$ cat config.mk
export PLATFORM = sky130hd
export DESIGN_NAME = waveform_peak_pyramid
export DESIGN_NICKNAME = d
export VERILOG_FILES = /design/src/rtl/wpp_pkg.sv /design/src/rtl/waveform_peak_pyramid.sv
export SDC_FILE = /design/constraint.sdc
export NUM_CORES = 2
export LEC_CHECK = 0
export BUFFER_PORTS_ARGS = -buffer_cell sky130_fd_sc_hd__buf_2
export CAP_MARGIN = 20
export CORE_MARGIN = 2
export CORE_UTILIZATION = 50
export DETAILED_ROUTE_END_ITERATION = 10
export HOLD_SLACK_MARGIN = 0.1
export PLACE_DENSITY = 0.69
export RECOVER_POWER = 50
export SETUP_SLACK_MARGIN = 0.4
export SLEW_MARGIN = 20
export SYNTH_ARGS = -nofsm -noshare
export SYNTH_HDL_FRONTEND = slang
export SYNTH_SLANG_ARGS = --single-unit
export TNS_END_PERCENT = 5
$ cat constraint.sdc
create_clock -name i_clk -period 7.05 [get_ports i_clk]
set_clock_uncertainty 0.05 [all_clocks]
set_input_delay 0.705 -clock i_clk [delete_from_list [all_inputs] [get_ports i_clk]]
set_output_delay 0.705 -clock i_clk [all_outputs]
set_load 0.02 [all_outputs]
$ cat src/rtl/wpp_pkg.sv
// Package for the waveform peak pyramid: sizing constants and the
// transaction types shared by the top level and its checker, and the entry type.
// No dependencies.
package wpp_pkg;

    localparam int LEVELS       = 16;
    localparam int INDEX_BITS   = 24;
    localparam int SAMPLE_BITS  = 24;
    localparam int PEAK_TOP     = 254;
    localparam int GROUP_FRAMES = 4;

    localparam int LEV_W = (LEVELS > 1) ? $clog2(LEVELS) : 1;
    localparam int PH_W  = $clog2(GROUP_FRAMES);

    typedef struct packed {
        logic signed [SAMPLE_BITS-1:0] left_sample;
        logic signed [SAMPLE_BITS-1:0] right_sample;
        logic                          start_req;
    } t_in;

    typedef struct packed {
        logic [3:0]  level;
        logic [23:0] index;
        logic [7:0]  peak_left;
        logic [7:0]  peak_right;
        logic [7:0]  mean_left;
        logic [7:0]  mean_right;
        logic        last;
    } t_out;

    typedef struct packed {
        logic [7:0] peak_l;
        logic [7:0] peak_r;
        logic [7:0] mean_l;
        logic [7:0] mean_r;
    } t_entry;

endpackage

$ cat src/rtl/waveform_peak_pyramid.sv
// Top level of the waveform peak pyramid: group peak detection, level
// cascade sequencer and a shared bit-serial integer square root.
// Depends on wpp_pkg.

// Each stereo frame is one input transaction. A frame that does not close a
// group of four leaves the block in its idle state, ready for the next frame.
// A frame that closes a group passes through a byte state that forms the
// level-0 bytes, then one emit state per produced entry (held as long as the
// sink stalls), and for every level that pairs up two passes through the
// shared square-root unit, one for the left mean and one for the right, each
// a square-and-halve step followed by eight root digits.
// The input is not ready while entries are being produced, and at most one
// result transaction is offered at a time, lowest level first, with last set
// on the final entry the frame produced. start_req clears the whole pyramid
// before its frame is taken.
module waveform_peak_pyramid (
    input  logic          i_clk,
    input  logic          i_rst_n,
    input  logic          i_valid,
    output logic          o_ready,
    input  wpp_pkg::t_in  i_data,
    output logic          o_valid,
    input  logic          i_ready,
    output wpp_pkg::t_out o_data
);
    import wpp_pkg::*;

    localparam int ROOT_STEPS = 8;

    typedef enum logic [2:0] {
        S_IDLE,
        S_BYTE,
        S_EMIT,
        S_SQ,
        S_ROOT
    } t_state;

    t_state                 r_state;
    logic [PH_W-1:0]        r_phase;
    logic [SAMPLE_BITS-1:0] r_max_l;
    logic [SAMPLE_BITS-1:0] r_max_r;
    t_entry                 r_pend [LEVELS];
    logic [LEVELS-1:0]      r_pvalid;
    logic [INDEX_BITS-1:0]  r_count [LEVELS];
    logic [LEV_W-1:0]       r_lev;
    t_entry                 r_entry;
    t_entry                 r_pa;
    logic                   r_ch;
    logic [7:0]             r_mean_l;
    logic [15:0]            r_x;
    logic [11:0]            r_rem;
    logic [7:0]             r_root;
    logic [2:0]             r_step;

    // Magnitudes of the incoming samples; the most negative code maps to 2^(N-1).
    logic [SAMPLE_BITS-1:0] mag_l, mag_r;
    logic [PH_W-1:0]        eff_phase;
    logic [SAMPLE_BITS-1:0] n_max_l, n_max_r;

    always_comb begin
        mag_l     = i_data.left_sample[SAMPLE_BITS-1] ?
                    SAMPLE_BITS'(-i_data.left_sample) : SAMPLE_BITS'(i_data.left_sample);
        mag_r     = i_data.right_sample[SAMPLE_BITS-1] ?
                    SAMPLE_BITS'(-i_data.right_sample) : SAMPLE_BITS'(i_data.right_sample);
        eff_phase = i_data.start_req ? '0 : r_phase;
        if (eff_phase == '0) begin
            n_max_l = mag_l;
            n_max_r = mag_r;
        end else begin
            n_max_l = (mag_l > r_max_l) ? mag_l : r_max_l;
            n_max_r = (mag_r > r_max_r) ? mag_r : r_max_r;
        end
    end

    // Byte scaling: mag * 254 as (mag << 8) - (mag << 1), then drop SAMPLE_BITS-1 bits.
    logic [SAMPLE_BITS+7:0] prod_l, prod_r;
    logic [8:0]             scl_l, scl_r;
    logic [7:0]             byte_l, byte_r;

    always_comb begin
        prod_l = {r_max_l, 8'd0} - {7'd0, r_max_l, 1'b0};
        prod_r = {r_max_r, 8'd0} - {7'd0, r_max_r, 1'b0};
        scl_l  = prod_l[SAMPLE_BITS+7:SAMPLE_BITS-1];
        scl_r  = prod_r[SAMPLE_BITS+7:SAMPLE_BITS-1];
        byte_l = (scl_l > 9'(PEAK_TOP)) ? 8'(PEAK_TOP) : scl_l[7:0];
        byte_r = (scl_r > 9'(PEAK_TOP)) ? 8'(PEAK_TOP) : scl_r[7:0];
    end

    // Square and halve for the channel under work: (a*a + b*b) / 2.
    logic [7:0]  sq_a, sq_b;
    logic [16:0] sq_sum;

    always_comb begin
        sq_a   = r_ch ? r_pa.mean_r : r_pa.mean_l;
        sq_b   = r_ch ? r_entry.mean_r : r_entry.mean_l;
        sq_sum = 17'(sq_a * sq_a) + 17'(sq_b * sq_b);
    end

    // One digit of the restoring square root per cycle.
    logic [11:0] rem_sh, trial, n_rem;
    logic        root_ge;
    logic [7:0]  n_root;

    always_comb begin
        rem_sh  = {r_rem[9:0], r_x[15:14]};
        trial   = {2'b00, r_root, 2'b01};
        root_ge = (rem_sh >= trial);
        n_rem   = root_ge ? (rem_sh - trial) : rem_sh;
        n_root  = {r_root[6:0], root_ge};
    end

    logic top_lev, emit_last;
    assign top_lev   = (r_lev == LEV_W'(LEVELS - 1));
    assign emit_last = top_lev || !r_pvalid[r_lev];

    assign o_ready = (r_state == S_IDLE);
    assign o_valid = (r_state == S_EMIT);

    always_comb begin
        o_data.level      = 4'(r_lev);
        o_data.index      = 24'(r_count[r_lev]);
        o_data.peak_left  = r_entry.peak_l;
        o_data.peak_right = r_entry.peak_r;
        o_data.mean_left  = r_entry.mean_l;
        o_data.mean_right = r_entry.mean_r;
        o_data.last       = emit_last;
    end

    always_ff @(posedge i_clk) begin
        if (!i_rst_n) begin
            r_state  <= S_IDLE;
            r_phase  <= '0;
            r_max_l  <= '0;
            r_max_r  <= '0;
            r_pvalid <= '0;
            r_lev    <= '0;
            r_ch     <= 1'b0;
            r_step   <= '0;
            for (int i = 0; i < LEVELS; i++) begin
                r_count[i] <= '0;
            end
        end else begin
            unique case (r_state)
                S_IDLE: begin
                    if (i_valid) begin
                        if (i_data.start_req) begin
                            r_pvalid <= '0;
                            for (int i = 0; i < LEVELS; i++) begin
                                r_count[i] <= '0;
                            end
                        end
                        r_max_l <= n_max_l;
                        r_max_r <= n_max_r;
                        r_phase <= PH_W'(eff_phase + 1'b1);
                        if (eff_phase == PH_W'(GROUP_FRAMES - 1)) begin
                            r_state <= S_BYTE;
                        end
                    end
                end
                S_BYTE: begin
                    r_entry <= '{peak_l: byte_l, peak_r: byte_r,
                                 mean_l: byte_l, mean_r: byte_r};
                    r_lev   <= '0;
                    r_state <= S_EMIT;
                end
                S_EMIT: begin
                    if (i_ready) begin
                        r_count[r_lev] <= r_count[r_lev] + 1'b1;
                        if (top_lev) begin
                            r_state <= S_IDLE;
                        end else if (r_pvalid[r_lev]) begin
                            r_pa            <= r_pend[r_lev];
                            r_pvalid[r_lev] <= 1'b0;
                            r_ch            <= 1'b0;
                            r_state         <= S_SQ;
                        end else begin
                            r_pend[r_lev]   <= r_entry;
                            r_pvalid[r_lev] <= 1'b1;
                            r_state         <= S_IDLE;
                        end
                    end
                end
                S_SQ: begin
                    r_x     <= sq_sum[16:1];
                    r_rem   <= '0;
                    r_root  <= '0;
                    r_step  <= '0;
                    r_state <= S_ROOT;
                end
                S_ROOT: begin
                    r_x    <= {r_x[13:0], 2'b00};
                    r_rem  <= n_rem;
                    r_root <= n_root;
                    r_step <= r_step + 1'b1;
                    if (r_step == 3'(ROOT_STEPS - 1)) begin
                        if (!r_ch) begin
                            r_mean_l <= n_root;
                            r_ch     <= 1'b1;
                            r_state  <= S_SQ;
                        end else begin
                            r_entry.peak_l <= (r_pa.peak_l > r_entry.peak_l) ?
                                              r_pa.peak_l : r_entry.peak_l;
                            r_entry.peak_r <= (r_pa.peak_r > r_entry.peak_r) ?
                                              r_pa.peak_r : r_entry.peak_r;
                            r_entry.mean_l <= r_mean_l;
                            r_entry.mean_r <= n_root;
                            r_lev          <= r_lev + 1'b1;
                            r_state        <= S_EMIT;
                        end
                    end
                end
                default: r_state <= S_IDLE;
            endcase
        end
    end

endmodule

==> results by group <==
Synth
  • Adder-cell share of the synthesized area: 0.0717
  • Cell area after synthesis: 51100 um2
  • FFs w/ async S/R, synth: 0
  • Post-synth EDFFs: 1002
  • Count of cell types in the netlist: 78
  • Synth Area in Simple Gates: 0.0739
  • Syn. warnings: 0
  • Prevailing post-synth register cell: edfxtp_1
  • Xor/xnor share of the synthesized area: 0.0171
  • Syn_area_per_cell: 14.8 um2
  • Post-Synthesis Cells: 3445
  • Post-synthesis mux area share: 0.135
  • Largest family of logic cells by synthesized area: multiplexers
  • Sequential element share of the synthesized area: 0.621
  • Synth Register Bits: 1083
  • Compound-Gate Fraction of Synth Area: 0.0509

CTS
  • Clock sinks: 1083
  • CTS Buf Count: 109
  • Clock Latency Late Sink: 0.71 ns
  • TritonCTS clock tree: built
  • CTS clk-pin slew, worst paths: 0.07 ns
  • H-tree Lvls: 3
  • Clock Tree Buf Depth: 3
  • Clock root buffer: clkbuf_16
  • Hold-fix buffers at CTS: 0

Place
  • Dpl hpwl: 77.0 mm
  • Cells after DPL: 4880
  • Routability cong.: 0.891
  • Port Buffers: 115

Layout
  • Share of layout cells above drive strength 1: 0.178
  • Nets: 3927
  • FF/Latch Area: 31700 um2
  • Final std cells w/o fill: 5092
  • Area growth, synth to finish: 11.9%
  • Multi-input gate area: 18100 um2
  • Filler Cell Count: 8025

Setup path
  • Setup crit end kind: register
  • Worst Setup SP: r_lev[2]$_SDFFE_PN0P_
  • Crit-path max FO: 46
  • Startpoint types: register
  • WS Path Type: reg2reg
  • Worst Path Arrival: 6.93 ns
  • Worst EP required: 7.27 ns
  • R2R setup slack: 0.34 ns
  • RR Startpoint: r_lev[2]$_SDFFE_PN0P_

Global routing
  • Largest net degree at the start of global routing: 66
  • Initial antenna violation count: 7
  • Vias in the first global route: 30300
  • GRT Util Overall: 0.243
  • First-pass GRT wire length: 189 mm
  • GRT overflow: 0

Die
  • Die Ht: 324 um
  • Initial Utilization: 0.503
  • Horiz. Die Dim: 324 um
  • I/O pin cnt: 116
  • Placeable Area: 102000 um2
  • DIE AREA: 105000 um2
  • Row cnt: 117

Routing
  • Drt initial violations: 3210
  • Routed length per instance: 24.7 um
  • Drt first pass iters: 6
  • Total Wirelength: 126 mm
  • Vias/cell: 5.92
  • Via Count: 30200
  • Post-route ant nets: 0
  • DRC errors left: 0

Run status
  • Failing checks: capacitance limit, slew limit
  • Outcome: complete, but fails checks

Timing
  • Relative slew slack: -1.73
  • Unrepaired setup endpoints after global routing: no
  • Fin crit share: 0.952
  • Hold WS: 0.241 ns
  • Worst Max-Slew Pin Slew: 4.09 ns
  • Final Hold Viols: 0
  • Setup_tns: 0 ns
  • Final setup viols: 0
  • Max Slew Vio Count: 351
  • Minimum clock period: 6.71 ns
  • Fmax: 149 MHz

Power and ir drop
  • P_leak: 19.8 nW
  • Peak supply drop: 0.000216 V
  • Cell Pwr Density: 247 nW/um2

Flow run
  • Max cap viols: 11

Min path
  • Worst Hold Class: in2reg
  • HP Start: i_data[25]
[path summary, 6_finish.rpt]
kind,endpoint,cells after the start
setup reg to reg,r_count[8][23]$_SDFFCE_PN0P_,7
hold reg to reg,r_mean_l[2]$_DFFE_PP_,0
setup / recovery,r_count[8][23]$_SDFFCE_PN0P_,7
hold / removal,r_max_l[0]$_SDFFE_PN0P_,3
[registers in the layout, summed over array words and instances, names as in the netlist, named ones only]
register	flops
r_x	16
r_lev	4
r_count	384
r_pvalid	16
r_root	8
r_phase	2
o_data	32
r_ch	1
r_pend	512
r_rem	10
r_pa	32
r_max_r	24
r_step	3
r_state	3
r_max_l	24
r_mean_l	8
[cells in the mapped netlist, drive strengths merged (5+ instances only)]
cell	number	area share
edfxtp	1002	0.59
nor2	563	0.041
mux4	273	0.12
inv	211	0.016
ha	171	0.042
nand2	142	0.010
clkbuf	130	0.0096
a211oi	92	0.014
a21oi	87	0.0085
dfxtp	81	0.032
xnor2	77	0.013
fa	76	0.030
o21ai	65	0.0064
mux2i	62	0.012
buf	54	0.0059
a21o	32	0.0047
nor3	32	0.0031
nand3	31	0.0030
o21a	26	0.0038
xor2	21	0.0037
o31ai	20	0.0032
nand4	19	0.0023
nand2b	17	0.0021
or3	15	0.0019
or4	13	0.0021
and3	12	0.0015
nor2b	12	0.0015
nor4	10	0.0012
mux2	9	0.0020
o211ai	7	0.0010
a22oi	6	0.00088
o41ai	6	0.0010
or2	6	0.00078
a21boi	5	0.00073
a31oi	5	0.00061
and2	5	0.00061
[worst max-delay path: stages (launching register included)]
cell	delay, ns
dfxtp_1	0.32
clkbuf_1	2.85
nand2b_1	0.43
nor2_1	0.11
nand2_1	0.09
clkbuf_1	1.74
nand2_1	0.09
buf_2	0.55
[cell type report]
cell class	instances	share of cell area
antenna	4	0.000175
clock buffer	125	0.0488
clock inverter	79	0.0134
inverter	212	0.0140
multi-input combinational	1997	0.317
sequential	1083	0.555
tap	1368	0.0299
timing repair buffer	224	0.0218
[per-stage QoR]
stage                     cell area (um2)  setup slack, ns  power (mW)  utilization
after detailed placement            53700            0.396        8.51        0.528
final                               57200            0.340        14.1        0.563
after global placement              53600            0.573        8.49        0.528
after global routing                57200            0.218        14.6        0.563
after floorplan                     51200            0.449        8.10            -
after CTS                           57200            0.404        14.2        0.563
[timing repair]
item                       in CTS  in global routing
pin swaps                       0                  0
setup endpoints to repair       2                  4
setup buffers                   0                  4
gates resized for setup         3                 20
[layer usage]
metal / share of wire / global-route usage / vias to the layer above
met5: 0 / 0 / -
met4: 0.029 / 0.0734 / 0
met3: 0.078 / 0.0446 / 221
met2: 0.48 / 0.396 / 1297
met1: 0.41 / 0.337 / 15300
li1: - / - / 13300
[cell families (layout without fill, tap and decap cells)]
kind of cell / count (synthesis) / in the layout
other: 1 / 36
adders and majority gates: 247 / 247
buffers and inverters: 396 / 640
AOI/OAI and AO/OA: 388 / 388
xor gates and xnor gates: 98 / 98
DFF: 1083 / 1083
and+or+nand+nor: 888 / 888
muxes: 344 / 344
[cells in the final DEF, fill, tap and decap left out, types with 82 or more instances in the layout]
| cell | instances |
|---|---|
| edfxtp_1 | 1002 |
| nor2_1 | 550 |
| mux4_2 | 273 |
| inv_1 | 206 |
| ha_1 | 171 |
| nand2_1 | 142 |
| clkbuf_16 | 109 |
| a211oi_1 | 90 |
| a21oi_1 | 86 |
| clkbuf_1 | 82 |
[report_power, final]
group          internal (mW)  total [mW]  switching, mW
clock                   3.22        5.71           2.49
combinational          0.416        1.17          0.754
sequential              7.16        7.23         0.0682
(Power assumes the default switching activity.)
